File: src/design/qrs_pkg.sv
// Shared constants and result kind codes for the quadratic root solver.
package qrs_pkg;

	localparam int WORD_BITS_DEF = 32;
	localparam int FRACTION_BITS_DEF = 16;

	typedef enum logic [1:0] {
		KIND_DOUBLE  = 2'd0,
		KIND_REAL    = 2'd1,
		KIND_COMPLEX = 2'd2,
		KIND_NO_LEAD = 2'd3
	} kind_t;

endpackage

File: src/design/qrs_div_cell.sv
// One stage of the restoring division chain, one quotient bit per stage for two lanes.
module qrs_div_cell
	import qrs_pkg::*;
#(
	parameter int NW = 52,
	parameter int DVW = 34,
	parameter int TW = 8
) (
	input  logic           clk,
	input  logic           arst_n,
	input  logic           en,
	input  logic           vld_i,
	input  logic [NW-1:0]  n1_i,
	input  logic [NW-1:0]  n2_i,
	input  logic [DVW-1:0] r1_i,
	input  logic [DVW-1:0] r2_i,
	input  logic [NW-1:0]  q1_i,
	input  logic [NW-1:0]  q2_i,
	input  logic [DVW-1:0] dv_i,
	input  logic [TW-1:0]  tag_i,
	output logic           vld_o,
	output logic [NW-1:0]  n1_o,
	output logic [NW-1:0]  n2_o,
	output logic [DVW-1:0] r1_o,
	output logic [DVW-1:0] r2_o,
	output logic [NW-1:0]  q1_o,
	output logic [NW-1:0]  q2_o,
	output logic [DVW-1:0] dv_o,
	output logic [TW-1:0]  tag_o
);

	function automatic logic [DVW:0] div_step(input logic [DVW-1:0] r, input logic b,
			input logic [DVW-1:0] d);
		logic [DVW:0] rs;
		logic [DVW:0] diff;
		logic         ge;
		rs   = {r, b};
		diff = rs - {1'b0, d};
		ge   = rs >= {1'b0, d};
		return {ge, ge ? diff[DVW-1:0] : rs[DVW-1:0]};
	endfunction

	logic [DVW:0]   st1;
	logic [DVW:0]   st2;
	logic           vld_q;
	logic [NW-1:0]  n1_q;
	logic [NW-1:0]  n2_q;
	logic [DVW-1:0] r1_q;
	logic [DVW-1:0] r2_q;
	logic [NW-1:0]  q1_q;
	logic [NW-1:0]  q2_q;
	logic [DVW-1:0] dv_q;
	logic [TW-1:0]  tag_q;

	assign st1 = div_step(r1_i, n1_i[NW-1], dv_i);
	assign st2 = div_step(r2_i, n2_i[NW-1], dv_i);

	always_ff @(posedge clk or negedge arst_n) begin
		if (!arst_n) begin
			vld_q <= 1'b0;
		end else if (en) begin
			vld_q <= vld_i;
		end
	end

	always_ff @(posedge clk) begin
		if (en) begin
			n1_q  <= {n1_i[NW-2:0], 1'b0};
			n2_q  <= {n2_i[NW-2:0], 1'b0};
			r1_q  <= st1[DVW-1:0];
			r2_q  <= st2[DVW-1:0];
			q1_q  <= {q1_i[NW-2:0], st1[DVW]};
			q2_q  <= {q2_i[NW-2:0], st2[DVW]};
			dv_q  <= dv_i;
			tag_q <= tag_i;
		end
	end

	assign vld_o = vld_q;
	assign n1_o  = n1_q;
	assign n2_o  = n2_q;
	assign r1_o  = r1_q;
	assign r2_o  = r2_q;
	assign q1_o  = q1_q;
	assign q2_o  = q2_q;
	assign dv_o  = dv_q;
	assign tag_o = tag_q;

endmodule

File: config.mk
export PLATFORM = sky130hd
export DESIGN_NAME = qrs_div_cell
export DESIGN_NICKNAME = d
export VERILOG_FILES = /design/src/design/qrs_pkg.sv /design/src/design/qrs_div_cell.sv
export SDC_FILE = /design/constraint.sdc
export NUM_CORES = 1
export LEC_CHECK = 0
export ABC_AREA = 1
export ABC_CLOCK_PERIOD_IN_PS = 900
export BUFFER_PORTS_ARGS = -buffer_cell sky130_fd_sc_hd__buf_2
export CAP_MARGIN = 20
export CELL_PAD_IN_SITES_DETAIL_PLACEMENT = 0
export CELL_PAD_IN_SITES_GLOBAL_PLACEMENT = 1
export CORE_AREA = 2 2 251 253
export CTS_CLUSTER_DIAMETER = 100
export DETAILED_ROUTE_END_ITERATION = 10
export DIE_AREA = 0 0 253 255
export GPL_ROUTABILITY_DRIVEN = 0
export PLACE_DENSITY = 0.61
export SETUP_SLACK_MARGIN = 0.5
export SLEW_MARGIN = 20
export SYNTH_ARGS = -nofsm -noshare
export SYNTH_HDL_FRONTEND = slang
export SYNTH_SLANG_ARGS = --single-unit
File: constraint.sdc
create_clock -name clk -period 0.9 [get_ports clk]
set_input_delay 0.09 -clock clk [delete_from_list [all_inputs] [get_ports clk]]
set_output_delay 0.09 -clock clk [all_outputs]
set_load 0.01 [all_outputs]
After elaboration in Yosys (flattened, before gate mapping)

Cells that the tools add are included.

Bits in registers: 317
Input bits: 322
Output and inout bits: 319
Word-level logic and storage cells: 15

Add/subtract/negate cells: 2
Order comparisons: 2
Muxes and demuxes: 2

Operators by type and width:

| operator                                         | count |
|---|---|
| 35-bit by 34-bit >= comparator with 1-bit output | 2 |
| 34-bit 2-to-1 mux                                | 2 |
| 34-bit subtractor                                | 2 |

Depth between registers and ports, before layout

Word-level depth: 2
Mapped depth: 16
Mapped depth without buffers: 15

Least setup slack after synthesis

No wires, ideal clock.

Path type: in2reg
Start: in n2_i[51]
End: reg r2_q[20], in the netlist r2_o[20] (data pin)
Setup time: 253 ps
Arrival time: 1581 ps
Required time: 647 ps
Slack: -934 ps
Stages on the path: 14
Buffers on the path: 0
Path through: inv_1 > ha_1 > inv_1 > fa_1 > nand3_1 > nand3_1 > nand2_1 > nand2_1 > nand2_1 > nand2_1 > nand3_1 > nand3b_1 > nand3_1 > nand2_1

Cells in the longest elaborated chain, start to end: 2
Elaborated cells on any way between the ends: 3
Those cells by class: add/sub (1); order compare (1); mux (1)

RTL lines:

| item                                                                                  | RTL line                               | source |
|---|---|---|
| start: declaration                                                                    | qrs_div_cell.sv:14                     | `input logic [NW-1:0] n2_i,` |
| 34-bit subtractor or 35-bit by 34-bit >= comparator with 1-bit output (tied branches) | qrs_div_cell.sv:38, qrs_div_cell.sv:39 |  |
| 34-bit 2-to-1 mux (*)                                                                 | qrs_div_cell.sv:40                     | `return {ge, ge ? diff[DVW-1:0] : rs[DVW-1:0]};` |
| named net st2[20]                                                                     | qrs_div_cell.sv:44                     | `logic [DVW:0] st2;` |
| end signal: assignment                                                                | qrs_div_cell.sv:71                     | `r2_q <= st2[DVW-1:0];` |
| end: declaration                                                                      | qrs_div_cell.sv:49                     | `logic [DVW-1:0] r2_q;` |

The timed path passes the listed nets; every way through them passes the cells marked *.
A chain may end at the register's enable or synchronous reset.

Worst setup path after layout

Start: in dv_i[1]
End: reg r1_q[18], in the netlist r1_o[18] (data pin)

Cells in the longest elaborated chain, start to end: 2
Elaborated cells on any way between the ends: 3
Those cells by class: add/sub (1); order compare (1); mux (1)

RTL lines:

| item                                                                                  | RTL line                               | source |
|---|---|---|
| start: declaration                                                                    | qrs_div_cell.sv:19                     | `input logic [DVW-1:0] dv_i,` |
| 34-bit subtractor or 35-bit by 34-bit >= comparator with 1-bit output (tied branches) | qrs_div_cell.sv:38, qrs_div_cell.sv:39 |  |
| 34-bit 2-to-1 mux (*)                                                                 | qrs_div_cell.sv:40                     |  |
| named net st1[18]                                                                     | qrs_div_cell.sv:43                     | `logic [DVW:0] st1;` |
| end signal: assignment                                                                | qrs_div_cell.sv:70                     | `r1_q <= st1[DVW-1:0];` |
| end: declaration                                                                      | qrs_div_cell.sv:48                     | `logic [DVW-1:0] r1_q;` |

Marked as above.

==> impl_metrics.json <==
{
  "gr-max-usage-layer": "met2",
  "cts_hold_buf": 120,
  "critPathLaunch": "dv_i[1]",
  "synth_cells": 1566,
  "die_h_um": 255,
  "synth-main-ff-cell": "edfxtp_1",
  "drive_above_1_share_pct": 51.2,
  "port_buffers": 636,
  "syn_avg_cell_area_sq_um": 9.90,
  "initial_utilization_pct": 24.9,
  "rsz0062_at_grt": "true",
  "p_per_area_nw_per_um2": 1700,
  "arrival_ps": 1880,
  "timing.final.crit_share_pct": 174,
  "wl_mm": 68.8,
  "cts_buffer_depth": 3,
  "synthAdderAreaFrac_pct": 5.74,
  "synth_top_family_by_area": "simple AND/OR/NAND/NOR gates",
  "postLayoutCoreUtil_pct": 44.0,
  "placedInstanceArea_sq_um": 22200,
  "stdcell_area_sq_um": 27300,
  "io_pins": 641,
  "hold_path_startpoint": "q2_i[20]",
  "finalSetupTns_ps": -127440,
  "irDropWorstVdd_uv": 1040,
  "dpl_worst_slack_ps": -1400,
  "violations": "negative hold slack, negative setup slack",
  "crit_type": "input port to flop",
  "rr_startpoint": "vld_o",
  "finalPower_mw": 46.4,
  "yosys-mux-area-fraction_pct": 0.0726,
  "drc": 0,
  "grt_pass1_wl_mm": 95.5,
  "worstHoldPathType": "input port to flop",
  "synth_area_sq_um": 15500,
  "clkLatencyLatePin_ps": 560,
  "dr.pass1.iters": 5,
  "maxCapViolCount": 0,
  "startpoint_type": "input port",
  "stdcell_count": 3525,
  "synth.distinct_cells": 33,
  "report.final.slew_viol_count": 0,
  "hold_slack_ps": -293,
  "yosys_warnings": 0,
  "hold_viol": 302,
  "cts_root_buf": "clkbuf_16",
  "crit_fanout": 6,
  "cts_tree": "yes",
  "die_area_sq_um": 64500,
  "crit_required_ps": 1220,
  "status": "finished with violations",
  "power.leakage_nw": 13.7,
  "post-place-cells": 3291,
  "synth_xor_area_share_pct": 2.03,
  "finalSetupViolCount": 387,
  "met2_usage_pct": 38.1,
  "die_width_um": 253,
  "wire_per_inst_um": 19.5,
  "finClkSkew_ps": 0,
  "path_clk_slew_ps": 60,
  "cts_buffers": 38,
  "nFillCells": 5945,
  "numClockSinks": 317,
  "initialDrtViolationCount": 694,
  "place_hpwl_mm": 53.5,
  "synth-seq-cells": 317,
  "synth_edf_count": 316,
  "via_count": 15200,
  "core_area_sq_um": 62200,
  "ys_async_sr_fraction_pct": 0.315,
  "finalCriticalPeriod_ps": 1570,
  "htree_levels": 2,
  "synth-compound-area-share_pct": 2.84,
  "r2r_slack_ps": 140,
  "nets": 3086,
  "synth-simple-area-share_pct": 21.4,
  "antenna_found_initial": 7,
  "fmax_mhz": 639,
  "end_kind": "flop",
  "grt_max_degree": 26,
  "grt_util_met3_pct": 4.02,
  "worst_slack_ps": -666,
  "area_growth_pct": 76.3,
  "grtUsageMet1_pct": 21.8,
  "ant_nets": 0,
  "vias_per_cell": 4.31,
  "ys_seq_area_share_pct": 61.4,
  "grt_remaining_overflow": 0,
  "track_usage_pct": 20.1,
  "grt_pass1_vias": 15700,
  "rows": 92
}
## layout make-up
class	instances	area, sq um	area share (%)
sequential	317	9510	34.8
timing repair buffer	1097	7880	28.8
multi-input combinational	1002	6640	24.3
clock buffer	46	1000	3.67
tap	799	1000	3.66
inverter	234	977	3.57
clock inverter	24	254	0.929
timing repair inverter	4	58.8	0.215
antenna	2	5.00	0.0183
## cell usage after synthesis, types with 4 or more instances
library cell / count / area [sq um]
a21oi_1: 53 / 265
buf_4: 8 / 60.1
buf_6: 6 / 67.6
edfxtp_1: 316 / 9490
ha_1: 68 / 851
inv_1: 218 / 818
inv_2: 14 / 52.6
nand2_1: 576 / 2160
nand2_2: 10 / 62.6
nand3_1: 70 / 350
nand3b_1: 14 / 105
nand4_1: 7 / 43.8
nor2_1: 107 / 402
nor2_2: 7 / 43.8
nor3_1: 9 / 45.0
o21ai_0: 22 / 110
o21bai_1: 4 / 30.0
xnor2_1: 4 / 35.0
xor2_1: 32 / 280
## cell families after synthesis
| kind of cell | count (synthesis) |
|---|---|
| simple gates | 809 |
| flops | 317 |
| buf+inv | 248 |
| compound gates | 84 |
| fa+ha+maj | 70 |
| xor+xnor | 36 |
| other cells | 1 |
| mux | 1 |
## routing by layer
layer	wire (um)	up-vias
met2	36700	492
li1	-	7372
met3	3890	115
met1	25900	7202
met4	2290	6
met5	40	-
## state kept, by name, indices dropped and copies added (netlist names)
signal / count
q1_o: 52
q2_o: 52
n1_o: 51
n2_o: 51
dv_o: 34
r1_o: 34
r2_o: 34
tag_o: 8
vld_o: 1
## what timing repair did
action	in CTS	in global routing
buffers inserted	20	10
endpoints found under the setup margin	388	495
cloned	12	0
hold endpoints to repair	332	306
resized for setup	314	272
pin swaps	24	57
## power by group
part           internal (mW)  switching [mW]
clock network           9.17            6.44
logic                   5.82            6.53
registers               17.9           0.504
total                   32.9            13.5
## worst max-delay path, cell delays in order
cell        delay, ps
buf_8              80
clkinvlp_4        150
buf_6             160
ha_4              210
nand2_4            80
nor2_4             40
nor2_4            130
inv_2              40
nand2_2            70
nand3_4           110
nand2_4           100
nand2_4            60
nand2_4            80
nand2_8            90
buf_6             140
buf_16            130
nand2_2            60
nand2_1            50
## path summary, 6_finish.rpt
path,to,cells past startpoint
max reg2reg,vld_o,1
min reg2reg,vld_o,1
max in group asynchronous,vld_o,2
min in group asynchronous,vld_o,2
min,q2_o[21],1
max,r1_o[18],18
## cell usage in the layout, fill, tap and decap left out, types with 10 or more instances in the layout
cell / Yosys / final
buf_2: 0 / 590
nand2_1: 576 / 430
edfxtp_1: 316 / 316
buf_4: 8 / 311
inv_1: 218 / 184
nand2_2: 10 / 123
dlymetal6s4s_1: 0 / 98
nor2_1: 107 / 80
ha_4: 0 / 53
buf_6: 6 / 46
a21oi_1: 53 / 42
clkbuf_16: 0 / 39
nand3_1: 70 / 36
nand2_4: 2 / 35
xor2_1: 32 / 31
nand3_2: 2 / 28
inv_2: 14 / 26
nor2_2: 7 / 25
dlygate4sd3_1: 0 / 22
inv_4: 2 / 17
buf_12: 0 / 15
o21ai_0: 22 / 14
nand3b_1: 14 / 14
ha_1: 68 / 14
nor2_4: 1 / 10
a21oi_2: 2 / 10
Power figures use the tool's default switching activity.
