$ cat config.mk
export PLATFORM = sky130hd
export DESIGN_NAME = qrs_sqrt_cell
export DESIGN_NICKNAME = d
export VERILOG_FILES = /design/src/design/qrs_pkg.sv /design/src/design/qrs_sqrt_cell.sv
export SDC_FILE = /design/constraint.sdc
export NUM_CORES = 1
export LEC_CHECK = 0
export ABC_AREA = 1
export BUFFER_PORTS_ARGS = -buffer_cell sky130_fd_sc_hd__buf_4
export CAP_MARGIN = 20
export CORE_UTILIZATION = 25
export DETAILED_ROUTE_END_ITERATION = 7
export PLACE_DENSITY = 0.44
export SETUP_SLACK_MARGIN = 0.1
export SYNTH_ARGS = -nofsm -noshare
export SYNTH_HDL_FRONTEND = slang
export SYNTH_SLANG_ARGS = --single-unit
$ cat constraint.sdc
create_clock -name clk -period 0.8 [get_ports clk]
set_input_delay 0.2 -clock clk [delete_from_list [all_inputs] [get_ports clk]]
set_output_delay 0.2 -clock clk [all_outputs]
set_load 0.01 [all_outputs]
$ cat src/design/qrs_pkg.sv
// Shared constants and result kind codes for the quadratic root solver.
package qrs_pkg;

	localparam int WORD_BITS_DEF = 32;
	localparam int FRACTION_BITS_DEF = 16;

	typedef enum logic [1:0] {
		KIND_DOUBLE  = 2'd0,
		KIND_REAL    = 2'd1,
		KIND_COMPLEX = 2'd2,
		KIND_NO_LEAD = 2'd3
	} kind_t;

endpackage

$ cat src/design/qrs_sqrt_cell.sv
// One stage of the digit-by-digit square root chain, two radicand bits per stage.
module qrs_sqrt_cell
	import qrs_pkg::*;
#(
	parameter int XW = 66,
	parameter int RTW = 33,
	parameter int REMW = 36,
	parameter int TW = 8
) (
	input  logic            clk,
	input  logic            arst_n,
	input  logic            en,
	input  logic            vld_i,
	input  logic [XW-1:0]   x_i,
	input  logic [REMW-1:0] rem_i,
	input  logic [RTW-1:0]  root_i,
	input  logic [TW-1:0]   tag_i,
	output logic            vld_o,
	output logic [XW-1:0]   x_o,
	output logic [REMW-1:0] rem_o,
	output logic [RTW-1:0]  root_o,
	output logic [TW-1:0]   tag_o
);

	logic [REMW-1:0] rem_sh;
	logic [REMW-1:0] trial;
	logic            ge;
	logic            vld_q;
	logic [XW-1:0]   x_q;
	logic [REMW-1:0] rem_q;
	logic [RTW-1:0]  root_q;
	logic [TW-1:0]   tag_q;

	assign rem_sh = {rem_i[REMW-3:0], x_i[XW-1 -: 2]};
	assign trial  = REMW'({root_i, 2'b01});
	assign ge     = rem_sh >= trial;

	always_ff @(posedge clk or negedge arst_n) begin
		if (!arst_n) begin
			vld_q <= 1'b0;
		end else if (en) begin
			vld_q <= vld_i;
		end
	end

	always_ff @(posedge clk) begin
		if (en) begin
			x_q    <= {x_i[XW-3:0], 2'b00};
			rem_q  <= ge ? (rem_sh - trial) : rem_sh;
			root_q <= {root_i[RTW-2:0], ge};
			tag_q  <= tag_i;
		end
	end

	assign vld_o  = vld_q;
	assign x_o    = x_q;
	assign rem_o  = rem_q;
	assign root_o = root_q;
	assign tag_o  = tag_q;

endmodule

After elaboration in Yosys (flattened, before gate mapping)
Cells that the tools add are included.
{ "op_classes": {"order_cmp": 1, "n_mux": 1, "addsub": 1} }
{ "op_table": {"columns": ["op", "count"], "rows": [
  ["36-bit by 35-bit >= comparator with 1-bit output", 1],
  ["36-bit 2-to-1 mux", 1],
  ["36-bit by 35-bit subtractor with 36-bit output", 1]
]} }
{ "totals": {"in_bits": 147, "elab_cells": 8, "ff_bits": 142, "out_inout_bits": 144} }

Longest topological paths before layout
Gate-level depths: netlist of run 1.
{ "logic_depth": {"depth_word": 2, "ltp_mapped": 16, "ltp_nobuf": 15} }

Worst setup path after synthesis of run 1
No wires, ideal clock.
{ "synth_timing": {"kind": "input to register", "start": "input root_i[13]", "end": "register rem_q[17], in the netlist rem_o[17], data pin", "t_required_ns": 0.548, "setup_ns": 0.252, "stages": 14, "path_buffers": 2, "slack_ns": -1.059, "arrival_time_ns": 1.607, "cell_sequence": "inv_1 ha_1 nand2_2 inv_1 nand2_1 nand2_1 a21oi_1 nand3_2 nand3_2 nand2_2 buf_6 buf_12 nand2_2 nand2_1"} }
{ "synth_between": {"elab_chain_cells": 2, "elab_cells_between_ends": 3, "classes_between": "1 x add/sub; 1 x order compare; 1 x mux"} }
{ "synth_lines": {"columns": ["item", "line_no", "text"], "rows": [
  ["start: declaration", "qrs_sqrt_cell.sv:16", "input logic [RTW-1:0] root_i,"],
  ["36-bit by 35-bit subtractor with 36-bit output or 36-bit by 35-bit >= comparator with 1-bit output (tied branches)", "qrs_sqrt_cell.sv:49, qrs_sqrt_cell.sv:36", null],
  ["36-bit 2-to-1 mux (*)", "qrs_sqrt_cell.sv:49", "rem_q <= ge ? (rem_sh - trial) : rem_sh;"],
  ["end signal: assignment", "qrs_sqrt_cell.sv:49", null],
  ["end: declaration", "qrs_sqrt_cell.sv:30", "logic [REMW-1:0] rem_q;"]
]} }
Every way passes the cells marked *; elsewhere a longest branch is shown, timed or not.
A chain may end at the register's enable or synchronous reset.

Final worst setup path of run 1
{ "layout_timing": {"start": "input root_i[17]", "end": "register rem_q[15], in the netlist rem_o[15], data pin"} }
{ "layout_between": {"elab_chain_cells": 2} }
{ "layout_lines": {"columns": ["item", "line_no", "text"], "rows": [
  ["36-bit by 35-bit >= comparator with 1-bit output", "qrs_sqrt_cell.sv:36", "assign ge = rem_sh >= trial;"],
  ["36-bit 2-to-1 mux", "qrs_sqrt_cell.sv:49", null]
]} }
No other way between the ends.

==> reports/qor.log, run 1 <==
[run_status] run status complete, but fails checks
[run_status] violations in the final reports setup timing
[floorplan] area enclosed by the die boundary 31120 um^2
[pwr] switching share of power 0.2977
[synth] cells after synthesis 834
[synth] average instance area after synthesis 9.117 um^2
[drt] post-route ant nets 0
[pwr] Pleak 6.687 nW
[placement] PortBufs 286
[drt] DRC violations left 0
[placement] final weighted congestion of routability-driven global placement 0.8439
[clock_network] number of buffers inserted during clock tree synthesis 17
[clock_network] Clk pin slew, worst setup/hold paths 0.06 ns
[sta] hold violation count in the final report 0
[clock_network] Clk Tree Root Cell clkbuf_16
[clock_network] TritonCTS clock tree built
[sta] least setup slack across all paths after layout -0.7892 ns
[synth] Unique masters post-synth 29
[sta] Period Utilization, post-route 1.986
[pwr] NetSw 7.396 mW
[synth] XOR/XNOR Fraction of Synth Area 0.02189
[floorplan] Core Area 29800 um^2
[cells_and_area] count of fill cells added during filler insertion 2894
[clock_network] latest clock arrival within the worst-skew pair 0.43 ns
[synth] number of flops mapped to enable cells by yosys 141
[sta] final setup violation count 180
[clock_network] H-tree depth 4
[pwr] Power Dens Cells 1736 nW/um^2
[synth] portion of netlist area occupied by mux cells 0.001481
[pwr] Peak VDD IR 0.001273 V
[synth] summed instance area of the synthesized netlist 7604 um^2
[setup_path] Worst Path Required 0.99 ns
[setup_path] CP arrival 1.78 ns
[drt] wirelength, routed 27760 um
[floorplan] number of rows in the core area 63
[synth] most instantiated flip-flop cell in the synthesis netlist edfxtp_1
[cells_and_area] number of antenna repair diodes 0
[cells_and_area] commonest cells after routing, fill and taps aside buf_4 (262), nand2_1 (260), buf_6 (143)
[drt] first drt pass iteration count 4
[synth] Syn. warnings 0
[floorplan] chip width 176.4 um
[setup_path] category of the critical setup timing path in -> reg
[setup_path] FF-to-FF setup slack -0.08 ns
[clock_network] hold_buf cts 105
[run] max-cap check violation count 0
[drt] number of design-rule violations left by the first detailed-router iteration 344
[drt] detail-routed net length per standard cell 15.67 um
[cells_and_area] share of post-route cells with drive strength above 1 0.4526
[synth] main combinational cell family by area after synthesis simple AND/OR/NAND/NOR gates
[drt] mean number of vias per cell 4.123
[placement] placed cell count 1620
[setup_path] Max Fanout on Critical Path 8
[sta] maximum clock frequency 629.3 MHz
[synth] Seq/Total Area, Yosys 0.5601
[sta] fin crit period 1.589 ns
[synth] register bit total from synthesis 142
[cells_and_area] Area growth, synth to finish 88.18%
[sta] Final Skew 0 ns
[global_routing] wire length of the first global-routing pass 40850 um
[clock_network] maximum number of buffers from clock root to sink 2
[global_routing] vias in the first global route 7420
[pwr] cell-internal power 17.45 mW
[cells_and_area] commonest non-fill, non-tap cell in the layout buf_4
[pwr] Gate power share 0.296
[synth] post-synthesis share of cell area spent on and, or, nand and nor gates 0.2486
[drt] vias after detailed routing 7302
[floorplan] starting density of the core 0.2552
[setup_path] kind of end point of the critical path register
[sta] worst slack on hold paths 0.002564 ns
[floorplan] number of placed I/O pins 291
[clock_network] number of clock sinks 142
[global_routing] initial antenna violation count 0
[global_routing] pin count of the biggest net entering global routing 39
[synth] compound-gate portion of the synthesized area 0.02978
[pwr] clock network fraction of total power 0.325
[synth] adder-cell share of the synthesized area 0.05759
[floorplan] die extent in y 176.4 um
[global_routing] grt ovf 0
[placement] Worst Setup Slack post-DPL -1.386 ns
[setup_path] critical path startpoint category input pin
[pwr] relative contribution of sequential cells to total power 0.379
[sta] setup repair after global routing missed its margin yes
[sta] Pins Over Slew Limit 0
[cells_and_area] non-filler instance count after layout 1771
[cells_and_area] number of nets in the layout 1550
[synth] Post-synth ARST share 0.007042
[placement] detailed-placement wirelength estimate 21210 um
[global_routing] global-route usage over all layers 0.1756
[min_path] worst hold path type in -> reg
layout make-up:
cell class,instances,area [um^2],area share
clock inverter,15,147.6,0.01032
timing repair buffer,523,4898,0.3423
multi-input combinational,545,3538,0.2473
tap,390,488.0,0.03410
inverter,139,551.8,0.03856
clock buffer,17,425.4,0.02973
sequential,142,4259,0.2977
registers in the layout (all words and copies together), names as in the netlist:
signal,cells
root_o,33
tag_o,8
x_o,64
rem_o,36
vld_o,1
per-layer routing:
| metal | track usage | part of all wire | vias up |
|---|---|---|---|
| met2 | 0.2986 | 0.48 | 216 |
| met4 | 0.04993 | 0.014 | 0 |
| li1 | - | - | 3737 |
| met3 | 0.03876 | 0.056 | 19 |
| met1 | 0.2225 | 0.45 | 3330 |
| met5 | 0 | 0 | - |
worst max-delay path, cell delays in order:
cell       delay [ns]
buf_8            0.08
inv_4            0.03
ha_4             0.28
nand2_4          0.07
nor2_4           0.18
nand2_2          0.10
nor2_1           0.11
nand2_1          0.07
nand3_2          0.09
nand3_2          0.08
nand2_4          0.14
inv_8            0.07
clkbuf_16        0.17
nand2_1          0.05
nand2_1          0.05
power by group through the flow:
stage	registers, mW	clock network, mW	logic (mW)
finish	9.42	8.06	7.36
global placement	9.44	0	6.00
floorplan	9.81	0	2.25
detailed placement	9.44	0	6.03
global route	9.48	8.58	8.03
CTS	9.39	8.31	7.10
through the flow:
stage / total power, mW / utilization / instance area (um^2) / TNS [ns]
floorplan: 12.06 / - / 8001 / -33.36
global placement: 15.44 / 0.3872 / 11540 / -70.61
detailed placement: 15.47 / 0.3872 / 11540 / -70.34
CTS: 24.80 / 0.4663 / 13890 / -80.63
global route: 26.09 / 0.4802 / 14310 / -86.79
finish: 24.84 / 0.4802 / 14310 / -78.31
what timing repair did:
action	in CTS	in global routing
setup endpoints to repair	180	183
setup buffers	6	6
endpoints found under the hold margin	106	1
cloned	0	2
pin swaps	18	9
gates resized for setup	196	96
synth_stat cells, types with 4 or more instances:
cell / instances / area [um^2]
ha_1: 35 / 437.9
edfxtp_1: 141 / 4234
a21oi_1: 28 / 140.1
xor2_1: 18 / 157.7
nor2_1: 57 / 214.0
nand2_1: 311 / 1167
nor2_2: 5 / 31.28
o21ai_0: 8 / 40.04
nor3_1: 6 / 30.03
inv_1: 138 / 518.0
nand2_2: 9 / 56.30
nand3_1: 29 / 145.1
nand3_2: 11 / 110.1
nand3b_1: 11 / 82.58
o21bai_1: 4 / 30.03
logic make-up after synthesis:
kind of cell	count (synthesis)
AO/OA/AOI/OAI	42
XOR/XNOR	19
adder cells (fa/ha/maj)	35
buffers and inverters	148
flip-flops	142
multiplexers	1
other	1
AND/OR/NAND/NOR	446
final timing paths:
check                                 from         to  cells after the start
worst max register to register       vld_o      vld_o                      2
worst max-delay path            root_i[17]  rem_o[15]                     15
worst min register to register       vld_o      vld_o                      2
max in group asynchronous           arst_n      vld_o                      2
min in group asynchronous           arst_n      vld_o                      2
worst min-delay path                 vld_i      vld_o                      2
No activity file was read; power rests on OpenSTA's default activity.
==> inputs of run 2 (changes only) <==
GPL_TIMING_DRIVEN = 0   (was default)
==> run 2 against run 1 <==
  * The flow still finishes with violations (setup timing)
  * Clock skew unchanged
  * Cell count shrank 5.3%
  * Largest power group unchanged
  * Utilization shrank 1.6 points
  * Sequential power about the same
  * Die area did not move
  * Critical path depth is 1 lower
  * Power fell by 1.9%
  * Highest routed layer is now met5
  * Flip-flop and latch count did not move
  * Combinational power decreased by 2.9%
  * Sequential share of layout area up 1.0 points
  * Non-clock buffer count down 94
  * Global-route usage about the same
==> reports/qor.log, run 2 (synthesis results as in run 1) <==
[run_status] run status complete, but fails checks
[run_status] violations in the final reports setup timing
[drt] wirelength, routed 27600 um
[cells_and_area] commonest cells after routing, fill and taps aside nand2_1 (239), buf_4 (167), buf_6 (142)
[sta] Final Skew 0 ns
[clock_network] Clk pin slew, worst setup/hold paths 0.07 ns
[pwr] total chip power 24.36 mW
[pwr] Power Dens Cells 1762 nW/um^2
[placement] final weighted congestion of routability-driven global placement 0.8414
[pwr] Peak VDD IR 0.001257 V
[floorplan] Core Area 29800 um^2
[global_routing] global-route usage over all layers 0.1761
[global_routing] pin count of the biggest net entering global routing 40
[cells_and_area] Area growth, synth to finish 81.85%
[drt] post-route ant nets 0
[drt] detail-routed net length per standard cell 16.46 um
[cells_and_area] flip-flop count of the largest register, all copies and words added 64
[run] max-cap check violation count 0
[setup_path] kind of end point of the critical path register
[sta] fin crit period 1.615 ns
[clock_network] maximum number of buffers from clock root to sink 2
[cells_and_area] count of fill cells added during filler insertion 2875
[floorplan] number of placed I/O pins 291
[global_routing] initial antenna violation count 2
[cells_and_area] share of post-route cells with drive strength above 1 0.4336
[placement] placed cell count 1512
[cells_and_area] commonest non-fill, non-tap cell in the layout nand2_1
[sta] setup repair after global routing missed its margin yes
[global_routing] grt ovf 0
[global_routing] wire length of the first global-routing pass 40700 um
[sta] Period Utilization, post-route 2.019
[clock_network] H-tree depth 4
[setup_path] CP arrival 1.93 ns
[floorplan] die extent in y 176.4 um
[clock_network] number of clock sinks 142
[clock_network] number of buffers inserted during clock tree synthesis 17
[placement] Worst Setup Slack post-DPL -1.395 ns
[sta] worst slack on hold paths 0.005299 ns
[min_path] worst hold path type in -> reg
[drt] mean number of vias per cell 4.188
[placement] detailed-placement wirelength estimate 20370 um
[sta] least setup slack across all paths after layout -0.8152 ns
[drt] number of design-rule violations left by the first detailed-router iteration 311
[floorplan] number of rows in the core area 63
[setup_path] category of the critical setup timing path in -> reg
[cells_and_area] number of antenna repair diodes 0
[drt] DRC violations left 0
[drt] vias after detailed routing 7024
[floorplan] chip width 176.4 um
[clock_network] latest clock arrival within the worst-skew pair 0.43 ns
[clock_network] TritonCTS clock tree built
[sta] Pins Over Slew Limit 0
[pwr] Pleak 6.272 nW
[placement] PortBufs 286
[sta] final setup violation count 179
[floorplan] area enclosed by the die boundary 31120 um^2
[sta] hold violation count in the final report 0
[cells_and_area] number of nets in the layout 1456
[setup_path] FF-to-FF setup slack 0.03 ns
[global_routing] vias in the first global route 7200
[clock_network] hold_buf cts 105
[sta] maximum clock frequency 619.1 MHz
[floorplan] starting density of the core 0.2552
[setup_path] Max Fanout on Critical Path 8
[cells_and_area] final core utilization 0.4641
[clock_network] Clk Tree Root Cell clkbuf_16
[drt] first drt pass iteration count 4
[setup_path] Worst Path Required 1.12 ns
[cells_and_area] non-filler instance count after layout 1677
[setup_path] critical path startpoint category input pin
run 2: cell count changes in the layout (fill, tap and decap cells not counted), moves of 5 or more:
cell | before | now
a21oi_2 | 14 | 9
buf_4 | 262 | 167
inv_1 | 120 | 114
nand2_1 | 260 | 239
nand2_2 | 48 | 58
nand2_4 | 12 | 23
nand3_4 | 0 | 5
nor2_1 | 34 | 40
run 2: layer usage:
metal	global-route usage	share of wire	vias up
met1	0.2203	0.44	3233
li1	-	-	3552
met2	0.2992	0.48	216
met3	0.04716	0.071	19
met4	0.04346	0.0095	4
met5	0	0.0011	-
run 2: power by group:
group	internal [mW]	leakage (nW)	switching, mW	total [mW]
Combinational	3.72	4.62	3.43	7.15
Sequential	9.07	1.39	0.319	9.39
Clock	4.06	0.262	3.76	7.82
Total	16.9	6.27	7.51	24.4
run 2: final cells by class:
type                            count  area, um^2  share of cell area
Inverter                          139       561.8             0.04063
Sequential cell                   142        4259              0.3080
Multi-Input combinational cell    545        3712              0.2685
Clock buffer                       17       425.4             0.03077
Tap cell                          390       488.0             0.03529
Timing Repair Buffer              420        4101              0.2966
Buffer                              9       150.1             0.01086
Clock inverter                     15       128.9            0.009320
run 2: repair_timing:
item / CTS / global route
gates cloned: 3 / 1
pin swaps: 20 / 44
setup buffers: 15 / 10
hold endpoints to repair: 106 / 1
gates resized for setup: 188 / 161
setup endpoints to repair: 257 / 216
run 2: metrics by stage:
stage / setup TNS (ns) / area, um^2
3_5_place_dp: -129.53 / 10670
4_1_cts: -81.44 / 13190
5_1_grt: -87.46 / 13830
2_1_floorplan: -33.36 / 8001
6_report: -79.22 / 13830
3_3_place_gp: -232.83 / 10640
run 2: worst paths after layout:
check,startpoint,end,cells past startpoint
setup / recovery,rem_i[17],rem_o[2],14
hold / removal,vld_i,vld_o,2
setup reg to reg,vld_o,vld_o,1
hold reg to reg,vld_o,vld_o,1
max in group asynchronous,arst_n,vld_o,2
min in group asynchronous,arst_n,vld_o,2
run 2: worst max-delay path, cell delays in order:
cell and delay [ns]:
buf_4 0.12, ha_4 0.30, nand2_4 0.07, nor2_4 0.17, nand2_2 0.09, nor2_1 0.10
nand2_1 0.07, nand3_2 0.10, nand3_2 0.10, nand2_4 0.11, buf_12 0.17, clkbuf_16 0.19
nand2_4 0.05, nand2_2 0.06
